$ cat src/design/pdrzt_pkg.sv
// ----------------------------------------------------------------------------
// pdrzt_pkg
// Shared types, constants and the zone table for the PWM duty ramp zone timer.
// ----------------------------------------------------------------------------
package pdrzt_pkg;

   localparam int LEVEL_W       = 7;
   localparam int DUTY_MAX      = 100;
   localparam int DUTY_FOLD     = 50;
   localparam int CAP_LIMIT_DEF = 60;
   localparam int ZONE_COUNT    = 7;
   localparam int ZONE_IDX_W    = $clog2(ZONE_COUNT);

   // Duty multiplier held in tenths
   localparam logic [4:0] MULT_X10 = 5'd10;
   localparam logic [4:0] MULT_X12 = 5'd12;
   localparam logic [4:0] MULT_X15 = 5'd15;
   localparam logic [4:0] MULT_X20 = 5'd20;

   localparam logic CMD_TICK = 1'b0;
   localparam logic CMD_LOAD = 1'b1;

   typedef struct packed {
      logic               cmd;
      logic [LEVEL_W-1:0] target_duty;
   } req_type;

   typedef struct packed {
      logic               output_enable;
      logic [1:0]         prescale_code;
      logic [7:0]         period_top;
      logic [7:0]         compare_value;
      logic               fast_ramp;
      logic               target_reached;
      logic [LEVEL_W-1:0] applied_duty;
   } rsp_type;

   typedef struct packed {
      logic [5:0] fold_max;
      logic [1:0] presc;
      logic [7:0] top;
      logic [4:0] mult10;
   } zone_type;

   localparam zone_type ZONE_TAB [ZONE_COUNT] = '{
      '{fold_max: 6'd1,  presc: 2'd0, top: 8'd199, mult10: MULT_X20},
      '{fold_max: 6'd3,  presc: 2'd1, top: 8'd199, mult10: MULT_X20},
      '{fold_max: 6'd7,  presc: 2'd1, top: 8'd99,  mult10: MULT_X10},
      '{fold_max: 6'd13, presc: 2'd2, top: 8'd199, mult10: MULT_X20},
      '{fold_max: 6'd14, presc: 2'd2, top: 8'd149, mult10: MULT_X15},
      '{fold_max: 6'd15, presc: 2'd2, top: 8'd119, mult10: MULT_X12},
      '{fold_max: 6'd50, presc: 2'd2, top: 8'd99,  mult10: MULT_X10}
   };

endpackage

$ cat src/design/pdrzt_zone.sv
// ----------------------------------------------------------------------------
// pdrzt_zone
// Folds the applied duty about 50, picks its zone and derives timer settings.
// ----------------------------------------------------------------------------
module pdrzt_zone (
   input  logic [pdrzt_pkg::LEVEL_W-1:0] duty,
   output logic                          output_enable,
   output logic [1:0]                    prescale_code,
   output logic [7:0]                    period_top,
   output logic [7:0]                    compare_value
);
   import pdrzt_pkg::*;

   logic [LEVEL_W-1:0]    fold;
   logic [ZONE_IDX_W-1:0] zone_idx;
   logic [9:0]            scaled;     // floor(duty * mult / 10), at most 200
   logic [9:0]            six_d;      // 6 * duty
   logic [23:0]           recip_prod;
   zone_type              zone;

   assign fold = (duty > LEVEL_W'(DUTY_FOLD)) ? LEVEL_W'(DUTY_MAX) - duty : duty;

   // Lowest matching zone wins; last zone catches everything else
   always_comb begin
      zone_idx = ZONE_IDX_W'(ZONE_COUNT - 1);
      for (int i = ZONE_COUNT - 2; i >= 0; i--) begin
         if ({1'b0, fold[5:0]} <= {1'b0, ZONE_TAB[i].fold_max} && fold[6] == 1'b0) begin
            zone_idx = ZONE_IDX_W'(i);
         end
      end
   end

   assign zone = ZONE_TAB[zone_idx];

   // x / 5 as (x * 13108) >> 16, exact for x up to 600
   assign six_d      = {duty, 1'b0} + {duty, 2'b00};
   assign recip_prod = 24'(six_d) * 24'd13108;

   always_comb begin
      case (zone.mult10)
         MULT_X20: scaled = {2'b00, duty, 1'b0};
         MULT_X15: scaled = 10'(duty) + 10'(duty[LEVEL_W-1:1]);
         MULT_X12: scaled = 10'(recip_prod[23:16]);
         MULT_X10: scaled = 10'(duty);
         default:  scaled = 10'(duty);
      endcase
   end

   assign output_enable = (duty != '0);
   assign prescale_code = zone.presc;
   assign period_top    = zone.top;

   always_comb begin
      if (duty == '0 || scaled == '0) begin
         compare_value = 8'd0;
      end else if (scaled > 10'd256) begin
         compare_value = 8'd255;
      end else begin
         compare_value = 8'(scaled - 10'd1);
      end
   end

endmodule

$ cat src/design/pwm_duty_ramp_zone_timer.sv
// ----------------------------------------------------------------------------
// pwm_duty_ramp_zone_timer
// Duty ramp toward a target with zone-based PWM timer settings.
// ----------------------------------------------------------------------------
// Usage:
//   req channel: req_valid / req_stall / req_data. An item is either a new
//   target duty (cmd = load) or a ramp tick (cmd = tick). Each accepted item
//   produces exactly one rsp item carrying the timer settings for the
//   applied duty after that item.
//   csr channel: csr_wr_en / csr_wr_data writes supply_cap_mode; write only
//   while the block is idle.
//   The ramp state updates at the accepting edge and the result lands in the
//   rsp register at the same edge.
//   Throughput: one item per cycle while no waiting result is stalled; the
//   ramp step, zone match and the small constant multiply all sit between
//   the state registers and the rsp register.
//   Stall: when rsp_stall holds a waiting result, req_stall rises and no
//   new item is taken; otherwise a new item is taken while the old result
//   is handed off in the same cycle.
//   Reset: synchronous, active high. Ramp state, flags, cap mode and rsp
//   valid clear; applied duty starts at zero.
// ----------------------------------------------------------------------------
module pwm_duty_ramp_zone_timer #(
   parameter int CAP_LIMIT = pdrzt_pkg::CAP_LIMIT_DEF
) (
   input  logic               clock,
   input  logic               reset,
   input  logic               req_valid,
   output logic               req_stall,
   input  pdrzt_pkg::req_type req_data,
   output logic               rsp_valid,
   input  logic               rsp_stall,
   output pdrzt_pkg::rsp_type rsp_data,
   input  logic               csr_wr_en,
   input  logic               csr_wr_data
);
   import pdrzt_pkg::*;

   localparam logic [LEVEL_W-1:0] CapLevel = LEVEL_W'(CAP_LIMIT);
   localparam logic [LEVEL_W-1:0] MaxLevel = LEVEL_W'(DUTY_MAX);

   logic               cap_mode_ff;
   logic [LEVEL_W-1:0] throttle_ff, throttle_in;
   logic [LEVEL_W-1:0] applied_ff,  applied_in;
   logic [LEVEL_W-1:0] goal_ff,     goal_in;
   logic               reached_ff,  reached_in;
   logic               ramp_up_ff,  ramp_up_in;
   logic               rsp_valid_ff;
   rsp_type            rsp_ff,      rsp_in;
   logic               accept;

   logic               zone_oe;
   logic [1:0]         zone_presc;
   logic [7:0]         zone_top;
   logic [7:0]         zone_cmp;

   // Output register frees up when empty or being taken this cycle
   assign req_stall = rsp_valid_ff & rsp_stall;
   assign accept    = req_valid & ~req_stall;

   // Ramp / load next state
   always_comb begin
      throttle_in = throttle_ff;
      applied_in  = applied_ff;
      goal_in     = goal_ff;
      reached_in  = reached_ff;
      ramp_up_in  = ramp_up_ff;
      if (req_data.cmd == CMD_LOAD) begin
         goal_in    = (req_data.target_duty > MaxLevel) ? MaxLevel : req_data.target_duty;
         reached_in = 1'b0;
      end else begin
         if (!reached_ff) begin
            if (applied_ff < goal_ff) begin
               if (throttle_ff < MaxLevel) begin
                  throttle_in = throttle_ff + LEVEL_W'(1);
               end
               ramp_up_in = 1'b1;
            end else if (applied_ff > goal_ff) begin
               if (throttle_ff != '0) begin
                  throttle_in = throttle_ff - LEVEL_W'(1);
               end
               ramp_up_in = 1'b0;
            end else begin
               reached_in = 1'b1;
            end
         end
         // Capped supply: applied duty follows the throttle only while it is below the cap limit
         if (!cap_mode_ff || throttle_in < CapLevel) begin
            applied_in = throttle_in;
         end
      end
   end

   pdrzt_zone u_zone (
      .duty          (applied_in),
      .output_enable (zone_oe),
      .prescale_code (zone_presc),
      .period_top    (zone_top),
      .compare_value (zone_cmp)
   );

   always_comb begin
      rsp_in.output_enable  = zone_oe;
      rsp_in.prescale_code  = zone_presc;
      rsp_in.period_top     = zone_top;
      rsp_in.compare_value  = zone_cmp;
      rsp_in.fast_ramp      = ramp_up_in;
      rsp_in.target_reached = reached_in;
      rsp_in.applied_duty   = applied_in;
   end

   // Control and ramp state
   always_ff @(posedge clock) begin
      if (reset) begin
         cap_mode_ff  <= 1'b0;
         throttle_ff  <= '0;
         applied_ff   <= '0;
         goal_ff      <= '0;
         reached_ff   <= 1'b0;
         ramp_up_ff   <= 1'b0;
         rsp_valid_ff <= 1'b0;
      end else begin
         if (csr_wr_en) begin
            cap_mode_ff <= csr_wr_data;
         end
         if (accept) begin
            throttle_ff  <= throttle_in;
            applied_ff   <= applied_in;
            goal_ff      <= goal_in;
            reached_ff   <= reached_in;
            ramp_up_ff   <= ramp_up_in;
            rsp_valid_ff <= 1'b1;
         end else if (!rsp_stall) begin
            rsp_valid_ff <= 1'b0;
         end
      end
   end

   // Result payload, no reset needed
   always_ff @(posedge clock) begin
      if (accept) begin
         rsp_ff <= rsp_in;
      end
   end

   assign rsp_valid = rsp_valid_ff;
   assign rsp_data  = rsp_ff;

endmodule
$ cat config.mk
export PLATFORM = sky130hd
export DESIGN_NAME = pwm_duty_ramp_zone_timer
export DESIGN_NICKNAME = d
export VERILOG_FILES = /design/src/design/pdrzt_pkg.sv /design/src/design/pdrzt_zone.sv /design/src/design/pwm_duty_ramp_zone_timer.sv
export SDC_FILE = /design/constraint.sdc
export NUM_CORES = 1
export LEC_CHECK = 0
export BUFFER_PORTS_ARGS = -buffer_cell sky130_fd_sc_hd__buf_2
export CORE_ASPECT_RATIO = 1.4
export CORE_MARGIN = 2
export CORE_UTILIZATION = 40
export CTS_CLUSTER_DIAMETER = 80
export DETAILED_ROUTE_END_ITERATION = 7
export GPL_ROUTABILITY_DRIVEN = 0
export PLACE_DENSITY_LB_ADDON = 0.12
export SETUP_SLACK_MARGIN = 0.02
export SYNTH_ARGS = -nofsm -noshare
export SYNTH_HDL_FRONTEND = slang
export SYNTH_SLANG_ARGS = --single-unit
$ cat constraint.sdc
create_clock -name clock -period 18.3 [get_ports clock]
set_input_delay 0 -clock clock [delete_from_list [all_inputs] [get_ports clock]]
set_output_delay 0 -clock clock [all_outputs]
set_load 0.01 [all_outputs]
==> impl_metrics.prom <==
# TYPE chip_impl_metric gauge
chip_impl_metric{name="area_of_the_die",unit="sq um"} 15620
chip_impl_metric{name="syn_to_final_growth",unit="%"} 10.44
chip_impl_metric{name="cts_stage_hold_buffer_count",unit=""} 10
chip_impl_metric{name="syn_area_per_cell",unit="sq um"} 8.999
chip_impl_metric{name="layout-drive-gt1-share",unit="%"} 13.75
chip_impl_metric{name="detailedRoute.firstIterationViolations",unit=""} 225
chip_impl_info{name="timing_worst_setup_path_type",value="flip-flop to flip-flop"} 1
chip_impl_info{name="crit_top_cell",value="sky130_fd_sc_hd__ha_1"} 1
chip_impl_metric{name="number_of_iterations_in_the_first_detailed_routing_pass",unit=""} 6
chip_impl_metric{name="synth-seq-cells",unit=""} 50
chip_impl_metric{name="diodes",unit=""} 0
chip_impl_metric{name="final.min_clock_period",unit="ns"} 10.98
chip_impl_metric{name="first_global_vias",unit=""} 5159
chip_impl_metric{name="floorplan.io_pins",unit=""} 44
chip_impl_metric{name="yosysUniqueCellTypes",unit=""} 88
chip_impl_info{name="tritoncts",value="built"} 1
chip_impl_info{name="unrepaired_setup_endpoints_after_global_routing",value="no"} 1
chip_impl_info{name="timing.hold.worst.class",value="primary input to flip-flop"} 1
chip_impl_metric{name="worst_hold_slack",unit="ns"} 0.04722
chip_impl_metric{name="critPathMaxFanout",unit=""} 10
chip_impl_info{name="outcome",value="finished, final reports clean"} 1
chip_impl_metric{name="timing_hold_violations_final",unit=""} 0
chip_impl_metric{name="syn_nets",unit=""} 772
chip_impl_metric{name="syn-cell-area",unit="sq um"} 5849
chip_impl_metric{name="postCtsSetupRepairBufs",unit=""} 0
chip_impl_metric{name="rows",unit=""} 52
chip_impl_metric{name="drt_drc_violations_left",unit=""} 0
chip_impl_metric{name="synth_top_cell_area_share",unit="%"} 18.61
chip_impl_metric{name="fp.coreArea",unit="sq um"} 14380
chip_impl_metric{name="maxClockFrequency",unit="GHz"} 0.09104
chip_impl_metric{name="place_inst",unit=""} 861
chip_impl_info{name="yosysTopAreaCell",value="sky130_fd_sc_hd__ha_1"} 1
chip_impl_metric{name="final.setup.tns",unit="ns"} 0
chip_impl_info{name="synth_top_cells_by_area",value="sky130_fd_sc_hd__ha_1 19%, sky130_fd_sc_hd__edfxtp_1 13%, sky130_fd_sc_hd__dfxtp_1 8.6%"} 1
chip_impl_metric{name="port_buffers",unit=""} 41
chip_impl_metric{name="clkSlewWorstSetupHoldPaths",unit="ns"} 0.07
chip_impl_info{name="cp_slowest_cell",value="sky130_fd_sc_hd__o21ai_1"} 1
chip_impl_metric{name="routed-via-count",unit=""} 4973
chip_impl_metric{name="post_cts_resize_count",unit=""} 0
chip_impl_metric{name="worst_path_required",unit="ns"} 18.34
chip_impl_info{name="synth-main-ff-cell",value="sky130_fd_sc_hd__edfxtp_1"} 1
chip_impl_metric{name="postLayoutCellArea",unit="sq um"} 6460
chip_impl_metric{name="yosys_warnings",unit=""} 0
chip_impl_metric{name="hpwl",unit="um"} 12520
chip_impl_metric{name="timing_worst_slew_pin_value",unit="ns"} 0.6577
chip_impl_metric{name="grt_first_pass_wirelength",unit="um"} 25560
chip_impl_metric{name="finalSetupViolCount",unit=""} 0
chip_impl_metric{name="grt_start_max_net_pins",unit=""} 35
chip_impl_info{name="clockRootBuffer",value="sky130_fd_sc_hd__clkbuf_16"} 1
chip_impl_metric{name="number_of_antenna_violations_at_the_first_check_in_global_routing",unit=""} 0
chip_impl_metric{name="maxCapViolCount",unit=""} 0
chip_impl_metric{name="synth_enable_flop_cells",unit=""} 25
chip_impl_metric{name="overflow",unit=""} 0
chip_impl_metric{name="final_net_count",unit=""} 812
chip_impl_metric{name="cts_buffer_depth",unit=""} 2
chip_impl_metric{name="critical-path-max-stage-delay",unit="ns"} 0.61
chip_impl_metric{name="dieWidth",unit="um"} 106.2
chip_impl_metric{name="fin_cells",unit=""} 880
chip_impl_metric{name="initial_utilization",unit="%"} 40.68
chip_impl_metric{name="ant_nets",unit=""} 0
chip_impl_metric{name="share_of_the_yosys_chip_area_belonging_to_registers",unit="%"} 21.39
chip_impl_metric{name="synth-async-reset-ratio",unit="%"} 0
chip_impl_metric{name="tritoncts_num_sinks",unit=""} 50
chip_impl_metric{name="clock_latency",unit="ns"} 0.30
chip_impl_metric{name="relSlewSlack",unit="%"} 55.02
chip_impl_info{name="crit_path_start_kind",value="flip-flop"} 1
chip_impl_metric{name="route.detailed.vias_per_inst",unit=""} 5.651
chip_impl_metric{name="height_of_the_die",unit="um"} 147.1
chip_impl_metric{name="dpl_cell_area",unit="sq um"} 6203
chip_impl_metric{name="cts_made_buffers",unit=""} 5
chip_impl_metric{name="worst-endpoint-arrival",unit="ns"} 11.03
chip_impl_metric{name="post_drt_wl_per_cell",unit="um"} 17.66
chip_impl_metric{name="filler_cell_count_in_the_final_layout",unit=""} 1408
chip_impl_metric{name="htreeDepth",unit=""} 2
chip_impl_metric{name="timing.final.crit_share",unit="%"} 60.02
chip_impl_metric{name="totalWireLength",unit="um"} 15540
chip_impl_metric{name="synthCells",unit=""} 650
chip_impl_metric{name="overall_routing_resource_usage",unit="%"} 20.49
chip_impl_info{name="setup.worst_path.end_class",value="flip-flop"} 1
chip_impl_metric{name="worst_clock_skew",unit="ns"} 0.01042
chip_impl_metric{name="drv_slew",unit=""} 0
==> synthesized netlist by cell type (all sizes together), types with 13 or more instances <==
cell type,number
ha,87
buf,13
nand3,15
nand2,56
dfxtp,25
fa,21
o21ai,15
a21oi,43
xnor2,15
inv,77
nor2,50
nor3,15
edfxtp,25
==> path summary, 6_finish.rpt <==
check                                   start           end  slack, ns  depth (start not counted)
worst max-delay path            applied_ff[5]  rsp_data[15]       7.32                         38
worst min-delay path                rsp_stall     rsp_valid       0.05                          5
worst max register to register  applied_ff[5]  rsp_data[15]       7.32                         38
worst min register to register     goal_ff[3]    goal_ff[3]       0.46                          2
==> worst max-delay path: cells and delay by family, from the launching register on <==
family                   cells  cell delay [ns]
XOR/XNOR                     2             0.27
AO/OA/AOI/OAI               15             3.69
AND/OR/NAND/NOR             11             2.58
buffers and inverters        1             0.39
adder cells (fa/ha/maj)      9             3.38
flip-flops                   1             0.40
==> through the flow <==
stage	worst slack, ns	utilization, %
after floorplan	8.704	-
after global placement	7.620	43.14
after detailed placement	7.379	43.14
after CTS	7.367	44.84
after global routing	6.442	44.93
final	7.315	44.93
==> sequential cells by signal, summed over array words and instances, names as in the netlist <==
register and flops:
reached_ff 1, throttle_ff 7, goal_ff 7, ramp_up_ff 1, rsp_valid 1, rsp_data 25, applied_ff 7, cap_mode_ff 1
==> kinds of logic (layout without fill, tap and decap cells) <==
kind of cell,after synthesis,count (layout),share of synthesized area [%]
AO/OA/AOI/OAI,159,159,21.95
XOR/XNOR,24,24,3.594
adder cells (fa/ha/maj),108,108,25.80
buffers and inverters,99,140,6.823
flip-flops,50,50,21.39
multiplexers,17,17,3.294
other,2,2,0.1284
AND/OR/NAND/NOR,191,191,17.03
==> cell type report <==
type,instances,area [sq um],share of cell area [%]
Sequential cell,50,1251,19.37
Timing Repair Buffer,55,340.3,5.268
Clock inverter,2,15.01,0.2324
Clock buffer,6,128.9,1.995
Inverter,77,289.0,4.474
Multi-Input combinational cell,501,4199,65.00
Tap cell,189,236.5,3.661
==> routing by layer <==
| metal | GRT usage [%] | part of all wire (%) | vias up |
|---|---|---|---|
| met5 | 0 | 0 | - |
| met4 | 7.763 | 3.2 | 0 |
| met3 | 2.218 | 3.4 | 37 |
| met2 | 39.36 | 54 | 141 |
| met1 | 22.71 | 40 | 2363 |
| li1 | - | - | 2432 |
==> layout by cell type (no fill, tap or decap), types with 5 or more instances in the layout <==
cell type,instances
sky130_fd_sc_hd__a211oi_1,8
sky130_fd_sc_hd__mux2i_1,11
sky130_fd_sc_hd__xor2_1,9
sky130_fd_sc_hd__or3_1,7
sky130_fd_sc_hd__nor3_1,12
sky130_fd_sc_hd__nor2_1,49
sky130_fd_sc_hd__and3_1,5
sky130_fd_sc_hd__buf_2,41
sky130_fd_sc_hd__nor4_1,5
sky130_fd_sc_hd__nor2b_1,5
sky130_fd_sc_hd__inv_1,73
sky130_fd_sc_hd__a21o_1,8
sky130_fd_sc_hd__ha_1,87
sky130_fd_sc_hd__fa_1,21
sky130_fd_sc_hd__or2_2,6
sky130_fd_sc_hd__xnor2_1,15
sky130_fd_sc_hd__o21ai_1,5
sky130_fd_sc_hd__dlygate4sd3_1,10
sky130_fd_sc_hd__o22ai_1,5
sky130_fd_sc_hd__o211ai_1,5
sky130_fd_sc_hd__clkbuf_16,5
sky130_fd_sc_hd__dfxtp_1,25
sky130_fd_sc_hd__a22oi_1,6
sky130_fd_sc_hd__a21oi_1,43
sky130_fd_sc_hd__nand3_1,14
sky130_fd_sc_hd__edfxtp_1,25
sky130_fd_sc_hd__nand2_1,55
sky130_fd_sc_hd__o21ai_0,10
Power is not shown: default switching activity piles up to over one toggle a cycle in this logic, so the estimate is an artifact.
